**src/hw/rtl/lfcb_pkg.sv**
```systemverilog
// Shared types and functions for the LIN frame checksum builder.
`timescale 1ns / 1ps
package lfcb_pkg;

	localparam int QueueDepth = 3;
	localparam int CountW = $clog2(QueueDepth + 1);
	localparam int IdxW = $clog2(QueueDepth);
	localparam logic [7:0] ChecksumBase = 8'hFF;

	typedef struct packed {
		logic [7:0] in_byte;
		logic is_ident;
		logic parity_given;
		logic last;
	} lfcb_in_t;

	typedef struct packed {
		logic [7:0] out_byte;
		logic is_checksum;
		logic frame_end;
	} lfcb_out_t;

	typedef struct packed {
		logic first;
		logic second;
	} lfcb_push_t;

	function automatic logic [7:0] make_pid(input logic [7:0] id);
		logic p0;
		logic p1;
		p0 = id[0] ^ id[1] ^ id[2] ^ id[4];
		p1 = ~(id[1] ^ id[3] ^ id[4] ^ id[5]);
		return {p1, p0, id[5:0]};
	endfunction

	function automatic logic [7:0] eac_add(input logic [7:0] a, input logic [7:0] b);
		logic [8:0] s;
		s = {1'b0, a} + {1'b0, b};
		return s[7:0] + {7'd0, s[8]};
	endfunction

endpackage

```
**src/hw/rtl/lfcb_sum_unit.sv**
```systemverilog
// Protected ID, running sum with end-around carry and checksum result.
`timescale 1ns / 1ps
module lfcb_sum_unit import lfcb_pkg::*; (
	input  logic       clk,
	input  logic       arst_n,
	input  logic       fire,
	input  lfcb_in_t   item,
	input  logic       model,
	output lfcb_push_t push,
	output lfcb_out_t  word0,
	output lfcb_out_t  word1
);

	logic [7:0] sum_q;
	logic [7:0] pid;
	logic [7:0] sum_new;

	always_comb begin
		pid = item.parity_given ? item.in_byte : make_pid(item.in_byte);
		if (item.is_ident) begin
			sum_new = model ? pid : 8'd0;
		end else begin
			sum_new = eac_add(sum_q, item.in_byte);
		end
		word0.out_byte = item.is_ident ? pid : item.in_byte;
		word0.is_checksum = 1'b0;
		word0.frame_end = 1'b0;
		word1.out_byte = ChecksumBase - sum_new;
		word1.is_checksum = 1'b1;
		word1.frame_end = 1'b1;
		push.first = fire;
		push.second = fire & item.last;
	end

	always_ff @(posedge clk or negedge arst_n) begin
		if (!arst_n) begin
			sum_q <= 8'd0;
		end else if (fire) begin
			sum_q <= item.last ? 8'd0 : sum_new;
		end
	end

	a_sum_clear_after_last: assert property (@(posedge clk) disable iff (!arst_n)
		(fire && item.last) |=> (sum_q == 8'd0))
		else $error("running sum not cleared after frame end");

	a_second_needs_first: assert property (@(posedge clk) disable iff (!arst_n)
		push.second |-> push.first)
		else $error("checksum pushed without its byte");

endmodule

```
**src/hw/rtl/lfcb_out_queue.sv**
```systemverilog
// Three-entry result queue, two pushes and one pop per cycle.
`timescale 1ns / 1ps
module lfcb_out_queue import lfcb_pkg::*; (
	input  logic       clk,
	input  logic       arst_n,
	input  lfcb_push_t push,
	input  lfcb_out_t  word0,
	input  lfcb_out_t  word1,
	output logic       room,
	output logic       out_valid,
	input  logic       out_ready,
	output lfcb_out_t  out_data
);

	lfcb_out_t mem_q [QueueDepth];
	lfcb_out_t mem_d [QueueDepth];
	logic [CountW-1:0] count_q;
	logic [CountW-1:0] count_d;
	logic [CountW-1:0] count_pop;
	logic pop;

	assign out_valid = (count_q != '0);
	assign out_data = mem_q[0];
	assign pop = out_valid & out_ready;
	assign count_pop = count_q - {{(CountW-1){1'b0}}, pop};
	assign room = (count_pop <= CountW'(QueueDepth - 2));

	always_comb begin
		mem_d = mem_q;
		count_d = count_pop;
		if (pop) begin
			for (int i = 0; i < QueueDepth - 1; i++) begin
				mem_d[i] = mem_q[i+1];
			end
		end
		if (push.first) begin
			mem_d[count_d[IdxW-1:0]] = word0;
			count_d = count_d + CountW'(1);
		end
		if (push.second) begin
			mem_d[count_d[IdxW-1:0]] = word1;
			count_d = count_d + CountW'(1);
		end
	end

	always_ff @(posedge clk) begin
		mem_q <= mem_d;
	end

	always_ff @(posedge clk or negedge arst_n) begin
		if (!arst_n) begin
			count_q <= '0;
		end else begin
			count_q <= count_d;
		end
	end

	a_no_overflow: assert property (@(posedge clk) disable iff (!arst_n)
		push.first |-> room)
		else $error("result queue pushed without room");

	a_count_bound: assert property (@(posedge clk) disable iff (!arst_n)
		count_q <= CountW'(QueueDepth))
		else $error("result queue count out of range");

endmodule

```
**src/hw/rtl/lin_frame_checksum_builder_unit.sv**
```systemverilog
// Top level of the LIN frame checksum builder.
// An accepted word waits in the input stage and is pushed when the queue has room.
// Throughput: one input word per cycle while the queue has room; a last word adds
// one checksum result. With results taken every cycle the queue absorbs one extra
// checksum; each further last word in a steady stream then holds off input.
// Reset clears the running sum, the checksum model, the input stage and the queue.
`timescale 1ns / 1ps
module lin_frame_checksum_builder_unit import lfcb_pkg::*; (
	input  logic      clk,
	input  logic      arst_n,
	input  logic      cfg_we,
	input  logic      cfg_wdata,
	input  logic      in_valid,
	output logic      in_ready,
	input  lfcb_in_t  in_data,
	output logic      out_valid,
	input  logic      out_ready,
	output lfcb_out_t out_data
);

	logic       model_q;
	logic       valid_s1;
	lfcb_in_t   item_s1;
	logic       room;
	logic       advance;
	logic       accept;
	lfcb_push_t push;
	lfcb_out_t  word0;
	lfcb_out_t  word1;

	assign advance = valid_s1 & room;
	assign in_ready = ~valid_s1 | room;
	assign accept = in_valid & in_ready;

	always_ff @(posedge clk or negedge arst_n) begin
		if (!arst_n) begin
			model_q <= 1'b0;
			valid_s1 <= 1'b0;
		end else begin
			if (cfg_we) begin
				model_q <= cfg_wdata;
			end
			if (accept) begin
				valid_s1 <= 1'b1;
			end else if (advance) begin
				valid_s1 <= 1'b0;
			end
		end
	end

	always_ff @(posedge clk) begin
		if (accept) begin
			item_s1 <= in_data;
		end
	end

	lfcb_sum_unit u_sum (
		.clk    (clk),
		.arst_n (arst_n),
		.fire   (advance),
		.item   (item_s1),
		.model  (model_q),
		.push   (push),
		.word0  (word0),
		.word1  (word1)
	);

	lfcb_out_queue u_queue (
		.clk       (clk),
		.arst_n    (arst_n),
		.push      (push),
		.word0     (word0),
		.word1     (word1),
		.room      (room),
		.out_valid (out_valid),
		.out_ready (out_ready),
		.out_data  (out_data)
	);

endmodule
```
**config.mk**
```make
export PLATFORM = sky130hd
export DESIGN_NAME = lin_frame_checksum_builder_unit
export DESIGN_NICKNAME = d
export VERILOG_FILES = /design/src/hw/rtl/lfcb_pkg.sv /design/src/hw/rtl/lfcb_sum_unit.sv /design/src/hw/rtl/lfcb_out_queue.sv /design/src/hw/rtl/lin_frame_checksum_builder_unit.sv
export SDC_FILE = /design/constraint.sdc
export NUM_CORES = 1
export LEC_CHECK = 0
export ABC_AREA = 1
export BUFFER_PORTS_ARGS = -buffer_cell sky130_fd_sc_hd__buf_2
export CAP_MARGIN = 20
export CORE_ASPECT_RATIO = 1.5
export CORE_MARGIN = 2
export CORE_UTILIZATION = 35
export CTS_CLUSTER_SIZE = 28
export DETAILED_ROUTE_END_ITERATION = 8
export PLACE_DENSITY_LB_ADDON = 0.1
export SLEW_MARGIN = 15
export SYNTH_ARGS = -nofsm -noshare
export SYNTH_HDL_FRONTEND = slang
export SYNTH_SLANG_ARGS = --single-unit
```
**constraint.sdc**
```tcl
create_clock -name clk -period 5.24 [get_ports clk]
set_input_delay 1.048 -clock clk [delete_from_list [all_inputs] [get_ports clk]]
set_output_delay 1.048 -clock clk [all_outputs]
set_load 0.1 [all_outputs]
```
# After elaboration in Yosys (flattened, before gate mapping)
# Index checks and enable logic that the tools add are counted.
# Widths: inputs -> output; s select.
# classes
addsub	6
mul	0
div	0
order_cmp	5
eq_ne	0
n_shift	0
mux	18
n_bitwise	15
reduce_logical	4
# ops
op	n
$bwmux 30	2
$mux 30	2
$demux 10 s2	2
$mux 8	5
$mux 10	2
$mux 20	1
$add 8x8->9	1
$add 8x1->8	1
$sub 8x8->8 const A	1
$ge 3x3->1 const B	2
$lt 3x1->1 const B	2
$not 2->3	2
$xor 1x1->1	6
$add 2x1->2 const B	2
$and 1x1->1	4
$mux 2	2
$reduce_bool 2->1	2
$le 2x1->1 const B	1
$logic_and 1x1->1	2
$mux 1	2
$not 1->1	2
$sub 2x1->2	1
$or 1x1->1	1
# totals
register_bits	53
latch_bits	0
mem_bits_rw	0
romBits	0
input_bits	17
out_inout_bits	12
word_cells	65
n_memories	0

# Longest topological paths before layout
# Gate-level depths: netlist (run 1).
# depth
ltp_word	13
depth_mapped	21
depth_no_buf	19

# By module
# A second synthesis (run 1) with hierarchy kept.
# hier_totals
hier_cells	558
area_unflattened_um2	3678.5
# modules_own_cells
module	n_inst	cells_per_inst	area_each_um2	seq_area_each_um2
lfcb_out_queue	1	344	2008.2	650.6
lfcb_sum_unit	1	191	1249.9	200.2
lin_frame_checksum_builder_unit	1	23	420.4	380.4

# Worst setup path before layout (run 1)
# Ideal clock, no wire load.
# synth_timing
path_type	register to output
startpoint	register u_queue.count_q[1]
endpoint	output in_ready
arrival_ns	3.258
required_ns	4.192
slack_ns	0.934
path_stages_with_launch	11
path_buffers	1
path_cell_list	dfrtp_1 or2_1 nand2_1 inv_2 buf_2 ha_1 xor2_2 inv_1 ha_1 inv_1 nand3_1
# synth_via
elab_chain_len	5
# synth_lines
element	line_no	text
from (decl)	lfcb_out_queue.sv:17	logic [CountW-1:0] count_q;
from (signal assigned)	lfcb_out_queue.sv:54	count_q <= count_d;
$reduce_bool 2->1	lfcb_out_queue.sv:22	assign out_valid = (count_q != '0);
via out_valid	lin_frame_checksum_builder_unit.sv:16	output logic out_valid,
$and 1x1->1	lfcb_out_queue.sv:24	assign pop = out_valid & out_ready;
$sub 2x1->2	lfcb_out_queue.sv:25	assign count_pop = count_q - {{(CountW-1){1'b0}}, pop};
$le 2x1->1	lfcb_out_queue.sv:26	assign room = (count_pop <= CountW'(QueueDepth - 2));
$or 1x1->1	lin_frame_checksum_builder_unit.sv:32	assign in_ready = ~valid_s1 | room;
to (decl)	lin_frame_checksum_builder_unit.sv:14	output logic in_ready,
# The timed path passes the listed nets, and every way through them passes these cells.

# Worst setup path in the final report (run 1)
# layout_timing
startpoint	input out_ready
endpoint	output in_ready
# layout_via
elab_chain_len	4
# layout_lines
element	line_no	text
from (decl)	lin_frame_checksum_builder_unit.sv:17	input logic out_ready,
$and 1x1->1	lfcb_out_queue.sv:24	
$sub 2x1->2	lfcb_out_queue.sv:25	
$le 2x1->1	lfcb_out_queue.sv:26	
$or 1x1->1	lin_frame_checksum_builder_unit.sv:32	
# No other way between the ends.

==> summary by stage, run 1 <==
Setup path
STA puts the critical path data required time at approximately 4.2 ns. The capturing element of the worst setup path is in_ready. The number of cells on the worst reg-to-reg path is 20.

For this run, the slowest stage of the critical path takes 0.44 ns. The maximum fanout count along the critical path is 23. Walking the worst path, the cells encountered are buf_2 -> nand2_1 -> buf_4 -> inv_2 -> ha_1 -> inv_1 -> ha_1 -> inv_1 -> nand3_1 -> buf_2.

The startpoint of the lowest-slack register-to-register path is u_queue.count_q[1]$_DFF_PN0_. The kind of launch point of the worst setup path is an input pin. The kind of critical path is input pin to primary output. The worst path arrival time is ~3 ns.

The sort of element at the end of the critical path is a primary output. For this design, the slowest cell found on the critical path is sky130_fd_sc_hd__buf_2. Across all register-to-register paths, the minimum setup slack is roughly 1.4 ns. Tracing the worst setup path back leads to its startpoint at out_ready.

The endpoint of the lowest-slack register-to-register path is u_queue.mem_q[16]$_DFF_P_.

Final layout
The post-route core utilization is between 30% and 40%. The filler cells instantiated in the layout total between 900 and 1000. The top cell types in the final layout, fill and taps aside, are sky130_fd_sc_hd__nand2_1 (124), sky130_fd_sc_hd__inv_1 (44), sky130_fd_sc_hd__nand3_1 (40). The net count of the finished layout is about 500.

The area growth from synthesis to layout is 9.311%. The repair_antennas step left the layout with diodes totalling 0. Leaving out fill and tap cells, the most frequent cell in the layout is sky130_fd_sc_hd__nand2_1. The fraction of layout instances using a drive strength above 1 is roughly 15%.

Logic synthesis
The total number of yosys warnings is 0. The average cell area after synthesis is 7.530 sq um. The synthesized instance count is 439. The most used flip-flop cell after synthesis is sky130_fd_sc_hd__dfxtp_1. The number of enable-type register cells in the synthesized netlist is 11. The netlist uses 42 different library cells. The async set-reset flop share out of synthesis is between 20% and 30%. Sequential cells were found to cover roughly 37% of the synthesized design area. Counting flops and latches in the post-synthesis netlist gives 53. The cell area after technology mapping is roughly 3300 sq um. Counting every net in the synthesized netlist gives roughly 470.

Clock network
The clock root buffer is sky130_fd_sc_hd__clkbuf_16. The later pin in the worst-skew pair is clocked with a latency of roughly 0.29 ns. The number of gates resized after CTS was 0. In this run, post-CTS hold repair placed 0 buffers. The number of clock buffers added by TritonCTS is 5. The number of setup buffers added after CTS is 0. TritonCTS built the clock tree.

The buffer depth of the longest clock path is 2. CTS built an H-tree with a depth of 2. The clock input transition at the sequential cells of the worst setup and hold paths is about 0.07 ns. Counting every sink on the clock net gives 53.

Place
The HPWL after detailed placement is roughly 6400 um. The number of buffers added on ports is 28. At the end of routability-driven placement, the weighted congestion stood at approximately 0.8.

GRT
The global-route usage over all layers is between 15 and 20%. The via count of the first global-routing pass is roughly 2600. The first global-routing pass estimated about 13000 um of wire. The global routing stage identified its most utilized layer as met2. The largest net degree at the start of global routing is 24. The met3 global-route usage is around 2.4%. In the global route stage, met2 resource usage came out at around 30%. The number of antenna violations at the first check in global routing is 0. Global routing finished with a remaining overflow of 0.

For met1 alone, demand over resource in global routing was 19.65%.

Timing
Between clock sinks in the finished design, the worst skew comes to ~0.0077 ns. For the pin with the worst max-slew slack, the measured transition is slightly below 0.5 ns. In the finished design, the share of the clock period the worst path needs comes to between 70% and 80%. The post-layout minimum cycle time is between 4 and 5 ns. The number of hold violations in the final report came to 0.

Setup repair after global routing left no endpoint under its margin. The worst max-slew margin expressed relative to the limit is 67.39%. The achievable clock frequency is between 0.2 and 0.25 GHz. The number of slew-limit violations in the final report is 0.

For the final routed database, the setup TNS stands at 0 ns. The final-report setup violation count is 0.

Die
The floorplan step set the die height to ~120 um. After floorplanning, the core was sized to cover a little over 9000 sq um. The die width is about 83 um.

The number of rows created at floorplan is 43. The area enclosed by the die boundary is between 10000 and 15000 sq um. 29 I/O pins were placed. Once the floorplan was initialized, standard cells occupied around 36% of the core.

Routing
The total number of vias is between 2000 and 3000. In the final routed layout, each cell accounts on average for ~14 um. The post-route antenna net violation count is 0. Using the TritonRoute via totals, the vias-per-cell ratio works out to between 4 and 5. The first-pass iteration count of the detailed router is 4. The routed design has 8139 um of wire. In the routed design, unresolved DRC markers number 0.

The first routing iteration left a little over 80 violations.

Worst hold path
Counting instances, the worst hold path has a depth of 2. The path class of the tightest hold or removal check is flip-flop to flip-flop.

Run
The max-cap check violation count is 0.

Status
The flow ran to the end, and the final reports show no timing, DRC or antenna violations.
==> worst min-delay path by stage <==
stage / from / to / slack, ns
6_report: u_queue.mem_q[0]$_DFF_P_ / u_queue.mem_q[0]$_DFF_P_ / 0.45
5_1_grt: u_queue.mem_q[1]$_DFF_P_ / u_queue.mem_q[1]$_DFF_P_ / 0.48
3_3_place_gp: u_queue.mem_q[0]$_DFF_P_ / u_queue.mem_q[0]$_DFF_P_ / 0.44
3_5_place_dp: u_queue.mem_q[0]$_DFF_P_ / u_queue.mem_q[0]$_DFF_P_ / 0.44
2_1_floorplan: u_queue.mem_q[0]$_DFF_P_ / u_queue.mem_q[0]$_DFF_P_ / 0.42
4_1_cts: u_queue.mem_q[0]$_DFF_P_ / u_queue.mem_q[0]$_DFF_P_ / 0.45
==> worst max-delay path, delay by kind of cell <==
kind / cells / cell delay [ns]
AND/OR/NAND/NOR: 2 / 0.16
buffers and inverters: 6 / 1.14
adder cells (fa/ha/maj): 2 / 0.60
==> Yosys cell counts (8+ instances only) <==
cell | n | area [sq um]
sky130_fd_sc_hd__o21ai_1 | 13 | 65.06
sky130_fd_sc_hd__dfrtp_1 | 12 | 300.3
sky130_fd_sc_hd__buf_4 | 11 | 82.58
sky130_fd_sc_hd__o22ai_1 | 8 | 50.05
sky130_fd_sc_hd__inv_1 | 44 | 165.2
sky130_fd_sc_hd__ha_1 | 17 | 212.7
sky130_fd_sc_hd__o211ai_1 | 10 | 75.07
sky130_fd_sc_hd__dfxtp_1 | 30 | 600.6
sky130_fd_sc_hd__edfxtp_1 | 11 | 330.3
sky130_fd_sc_hd__nor2_1 | 26 | 97.59
sky130_fd_sc_hd__nand2_1 | 124 | 465.5
sky130_fd_sc_hd__nand3_1 | 40 | 200.2
sky130_fd_sc_hd__o21ai_0 | 27 | 135.1
==> sequential cells by signal, summed over array words and instances (netlist names) <==
| name | flops |
|---|---|
| u_sum.sum_q | 8 |
| u_queue.mem_q | 20 |
| u_queue.out_data | 10 |
| valid_s1 | 1 |
| u_queue.count_q | 2 |
| model_q | 1 |
| item_s1 | 11 |
==> layer usage <==
layer	up-vias	wire (um)
li1	1455	-
met1	1276	3498
met2	48	4209
met3	12	250
met4	0	180
met5	-	0
==> cell families (layout without fill, tap and decap cells) <==
logic type	after synthesis	after routing	share of synthesized area [%]
compound gates	74	74	13.13
mux	1	1	0.3028
fa+ha+maj	18	18	7.040
buf+inv	74	91	10.86
simple gates	213	213	29.03
xor+xnor	6	6	2.385
flops	53	53	37.24
==> stage by stage <==
step | cells | worst slack (ns) | hold slack (ns) | cell area, sq um
final | 568 | 1.226 | 0.4503 | 3613
after global routing | 568 | 0.7890 | 0.4827 | 3613
after CTS | 568 | 1.193 | 0.4512 | 3613
after detailed placement | 560 | 0.9139 | 0.4366 | 3442
after global placement | 560 | 1.039 | 0.4370 | 3442
after floorplan | 439 | 0.9339 | 0.4214 | 3306
==> area by class of cell <==
cell class | count | area [sq um] | share of cell area [%]
Inverter | 54 | 207.7 | 5.748
Tap cell | 112 | 140.1 | 3.878
Multi-Input combinational cell | 312 | 1715 | 47.47
Timing Repair Buffer | 29 | 147.6 | 4.086
Sequential cell | 53 | 1231 | 34.07
Clock buffer | 8 | 171.4 | 4.744
Power of run 1 is left out: the tool's default activity adds up to more than one toggle a clock period on the data nets, which glitch-free logic cannot reach.
==> run 2, diff against run 1 <==
- ABC_AREA: 1 -> 0
- clock period: 5.24 -> 3.6 ns (I/O delays scaled with it)
==> summary by stage, run 2 <==
Setup path
The kind of cell adding the most delay to the critical path is compound AO/OA/AOI/OAI gates. The depth of the critical timing path with buffers and inverters included was 13 (+3). The delay contributed by the slowest stage of the critical path was 0.47 ns (+0.03 ns).

The worst setup path is captured at a flip-flop. The maximum fanout count along the critical path is 5 (-78%). The most critical setup path has its startpoint at item_s1[3]$_DFFE_PP_. The worst path arrival time is 3.54 ns (+0.57 ns). On the critical path, the stage with the largest delay is an instance of sky130_fd_sc_hd__edfxtp_1.

The critical path required time is 3.78 ns (-0.41 ns). Traced cell by cell, the critical path runs through ha_1 -> fa_2 -> a211oi_4 -> o21ai_1 -> a21oi_1 -> o21bai_1 -> ha_1 -> nand3_1 -> nor4_1 -> nor4_1 -> xor2_1 -> o21ai_2 -> a31o_1. The count of buffering cells on the critical path with inverters included came to 0 (-6). The kind of launch point of the worst setup path is a flip-flop.

The critical path in this run is classified as flip-flop to flip-flop. The startpoint identified for the worst register-to-register timing path is item_s1[3]$_DFFE_PP_. The path depth of the worst reg2reg path came to 13 (-35%).

Die
The number of top-level pins is 29 (unchanged). The area of the core came to 8464 sq um (-8.0%). The effective utilization at floorplan is 36.29% (+0.36 points). The die width came to 80.49 um (-3.4%). The area enclosed by the die boundary is 9557 sq um (-6.8%). The chip height was 118.7 um (-3.5%).

The number of rows created at floorplan is 41 (-4.7%).

Routing
The wire length after detailed routing was 7201 um (-12%). The total number of vias came to 2403 (-14%). The post-route antenna net violation count is 0 (unchanged).

The count of unresolved DRC violations after routing is 0 (unchanged). The post-detailed-route wirelength per cell came to 15.72 um (+9.7%). The first-pass iteration count of the detailed router was 4 (unchanged). The number of DRC markers in iteration 0 is 117 (+44%). The number of vias per cell was 5.247 (+6.8%).

Final layout
The fraction of layout instances using a drive strength above 1 is 18.52% (+3.6 points). The area occupied by registers is 1231 sq um (unchanged). Leaving out fill and tap cells, the most frequent cell in the layout is sky130_fd_sc_hd__nand2_1. The number of flip-flops in the largest register is 20 (unchanged). The layout overhead on the synthesized area is 13.69%.

The non-filler instance count after layout is 458 (-19%). In the layout the commonest cells are sky130_fd_sc_hd__nand2_1 (36), sky130_fd_sc_hd__o21ai_0 (31), sky130_fd_sc_hd__dfxtp_1 (30). The layout filler cell count was 886 (-8.9%). The combined area of the multi-input logic cells is 1663 sq um (-3.1%). The net count of the finished layout is 385 (-21%). u_queue.mem_q holds more flip-flops than any other register.

The total inserted antenna cells was 0 (unchanged).

Timing
The achievable clock frequency is slightly below 0.3 GHz. The final-report setup violation count is 0 (unchanged). The worst hold slack came to 0.3045 ns (-0.1458 ns).

The worst max-slew margin expressed relative to the limit is 57.68% (-9.7 points). The post-layout minimum cycle time is about 3.4 ns. The final worst setup slack came to 0.2360 ns (-0.9901 ns). The number of hold violations in the final report is 0 (unchanged). The slew at the pin closest to its max-slew limit came to 0.6329 ns (+0.1449 ns). The number of slew-limit violations in the final report is 0 (unchanged). After layout, the worst path uses between 90% and 100% of the clock period. The sum of negative setup slack is 0 ns (unchanged).

Setup repair after global routing left no endpoint under its margin. The clock skew is 0.008341 ns (+0.0006680 ns).

Logic synthesis
The share of synthesized area occupied by flip-flops and latches is 40.08% (+2.8 points). After synthesis, the most frequently instantiated cells are sky130_fd_sc_hd__nand2_1 (36), sky130_fd_sc_hd__o21ai_0 (32), sky130_fd_sc_hd__dfxtp_1 (30). The number of distinct library cells after synthesis is 46 (+9.5%). The cell area after technology mapping is 3072 sq um (-7.1%). The total number of yosys warnings is 0 (unchanged).

The biggest area contributor in the post-synthesis netlist is sky130_fd_sc_hd__dfxtp_1. The area share of the leading cell type in the synthesized netlist is 19.55% (+1.4 points). Ranked by total cell area, the synthesized netlist is headed by sky130_fd_sc_hd__dfxtp_1 (20%), sky130_fd_sc_hd__edfxtp_1 (11%), sky130_fd_sc_hd__dfrtp_1 (9.8%).

The average cell area after synthesis is 9.422 sq um (+25%). The net count after synthesis is 361 (-24%). The most used flip-flop cell after synthesis is sky130_fd_sc_hd__dfxtp_1. The register bit count reported by yosys is 53 (unchanged). The number of enable-type register cells in the synthesized netlist is 11 (unchanged).

The async set-reset flop share out of synthesis came to 22.64% (unchanged). The synthesized instance count is 326 (-26%). The cell with the most instances after synthesis is sky130_fd_sc_hd__nand2_1.

Place
The estimated wirelength of the detail-placed design is 5473 um (-15%). The number of buffers added on ports is 28 (unchanged). The instance count after placement with tap cells included is 444 (-21%).

The final weighted congestion of routability-driven global placement is 0.8510 (+4.9%). The worst setup slack before clock tree synthesis came to 0.009504 ns (-0.9044 ns).

GRT
The aggregate global routing overflow came to 0 (unchanged). The global-route usage over all layers is 16.62% (+0.26 points). The via count of the first global-routing pass is 2413 (-8.5%).

The largest net degree at the start of global routing came to 22 (-8.3%). The global-route wire length before repair was 12220 um (-7.1%). The number of antenna violations at the first check in global routing is 0 (unchanged).

Clock network
The number of H-tree levels is 2 (unchanged). The count of clock tree sinks is 53 (unchanged). Clock tree synthesis selected as its root buffer the cell sky130_fd_sc_hd__clkbuf_16. The buffer depth of the longest clock path came to 2 (unchanged).

The insertion delay of the later-clocked pin in the worst-skew pair was 0.29 ns (about the same). The clock input transition at the sequential cells of the worst setup and hold paths is 0.07 ns (about the same). TritonCTS built the clock tree. The total clock buffers created by CTS is 5 (unchanged).

The number of buffers added to fix hold violations after cts is 0 (unchanged).

Status
The flow ran to the end, and the final reports show no timing, DRC or antenna violations.

Worst hold path
The class of the tightest hold or removal check is input pin to async pin.

Run
The max-cap check violation count is 0 (unchanged).
[run 2: changes by cell type after synthesis, sizes merged, moves of 7 or more]
cell	delta
and2	+7
inv	-40
o211ai	+8
nand3	-33
o22ai	-8
nand2	-96
clkbuf	+9
nor2	-18
xnor2	+8
mux2	+8
mux2i	+22
[run 2: final timing paths]
| kind | endpoint | slack (ns) |
|---|---|---|
| worst max-delay path | u_sum.sum_q[5]$_DFFE_PN0N_ | 0.24 |
| worst min-delay path | model_q$_DFFE_PN0P_ | 0.30 |
| worst max register to register | u_sum.sum_q[5]$_DFFE_PN0N_ | 0.24 |
| worst min register to register | u_queue.mem_q[0]$_DFF_P_ | 0.45 |
| max in group asynchronous | u_sum.sum_q[7]$_DFFE_PN0N_ | 3.06 |
| min in group clk | u_queue.mem_q[0]$_DFF_P_ | 0.45 |
[run 2: repair_timing]
| action | CTS | global route |
|---|---|---|
| hold endpoints to repair | 0 | 0 |
| pin swaps | 0 | 2 |
| setup endpoints to repair | 1 | 17 |
| gates resized for setup | 1 | 2 |
| setup buffers | 0 | 6 |
[run 2: routing by layer]
metal / routed length (um) / up-vias / part of all wire [%] / global-route usage (%)
met5: 0 / - / 0 / 0
met4: 165 / 0 / 2.3 / 6.462
met3: 156 / 10 / 2.2 / 2.595
met2: 3781 / 29 / 53 / 29.79
met1: 3098 / 1156 / 43 / 19.25
li1: - / 1208 / - / -
[run 2: layout make-up]
class	count	share of cell area (%)
inverter	13	1.397
sequential	53	35.26
clock buffer	7	4.694
tap	107	3.834
timing repair buffer	42	7.023
multi-input combinational	235	47.62
clock inverter	1	0.1791
[run 2: cell families after synthesis]
kind of cell    share of synthesized area (%)
xor+xnor                                4.562
simple gates                            11.94
compound gates                          19.23
buf+inv                                 6.191
fa+ha+maj                               7.576
flops                                   40.08
mux                                     10.43
[run 2: per-stage QoR]
step / cell area (sq um) / utilization (%)
floorplan: 3075 / -
global placement: 3267 / 38.60
detailed placement: 3267 / 38.60
CTS: 3445 / 40.69
global route: 3492 / 41.26
finish: 3492 / 41.26
Power of run 2 is left out for the same reason.
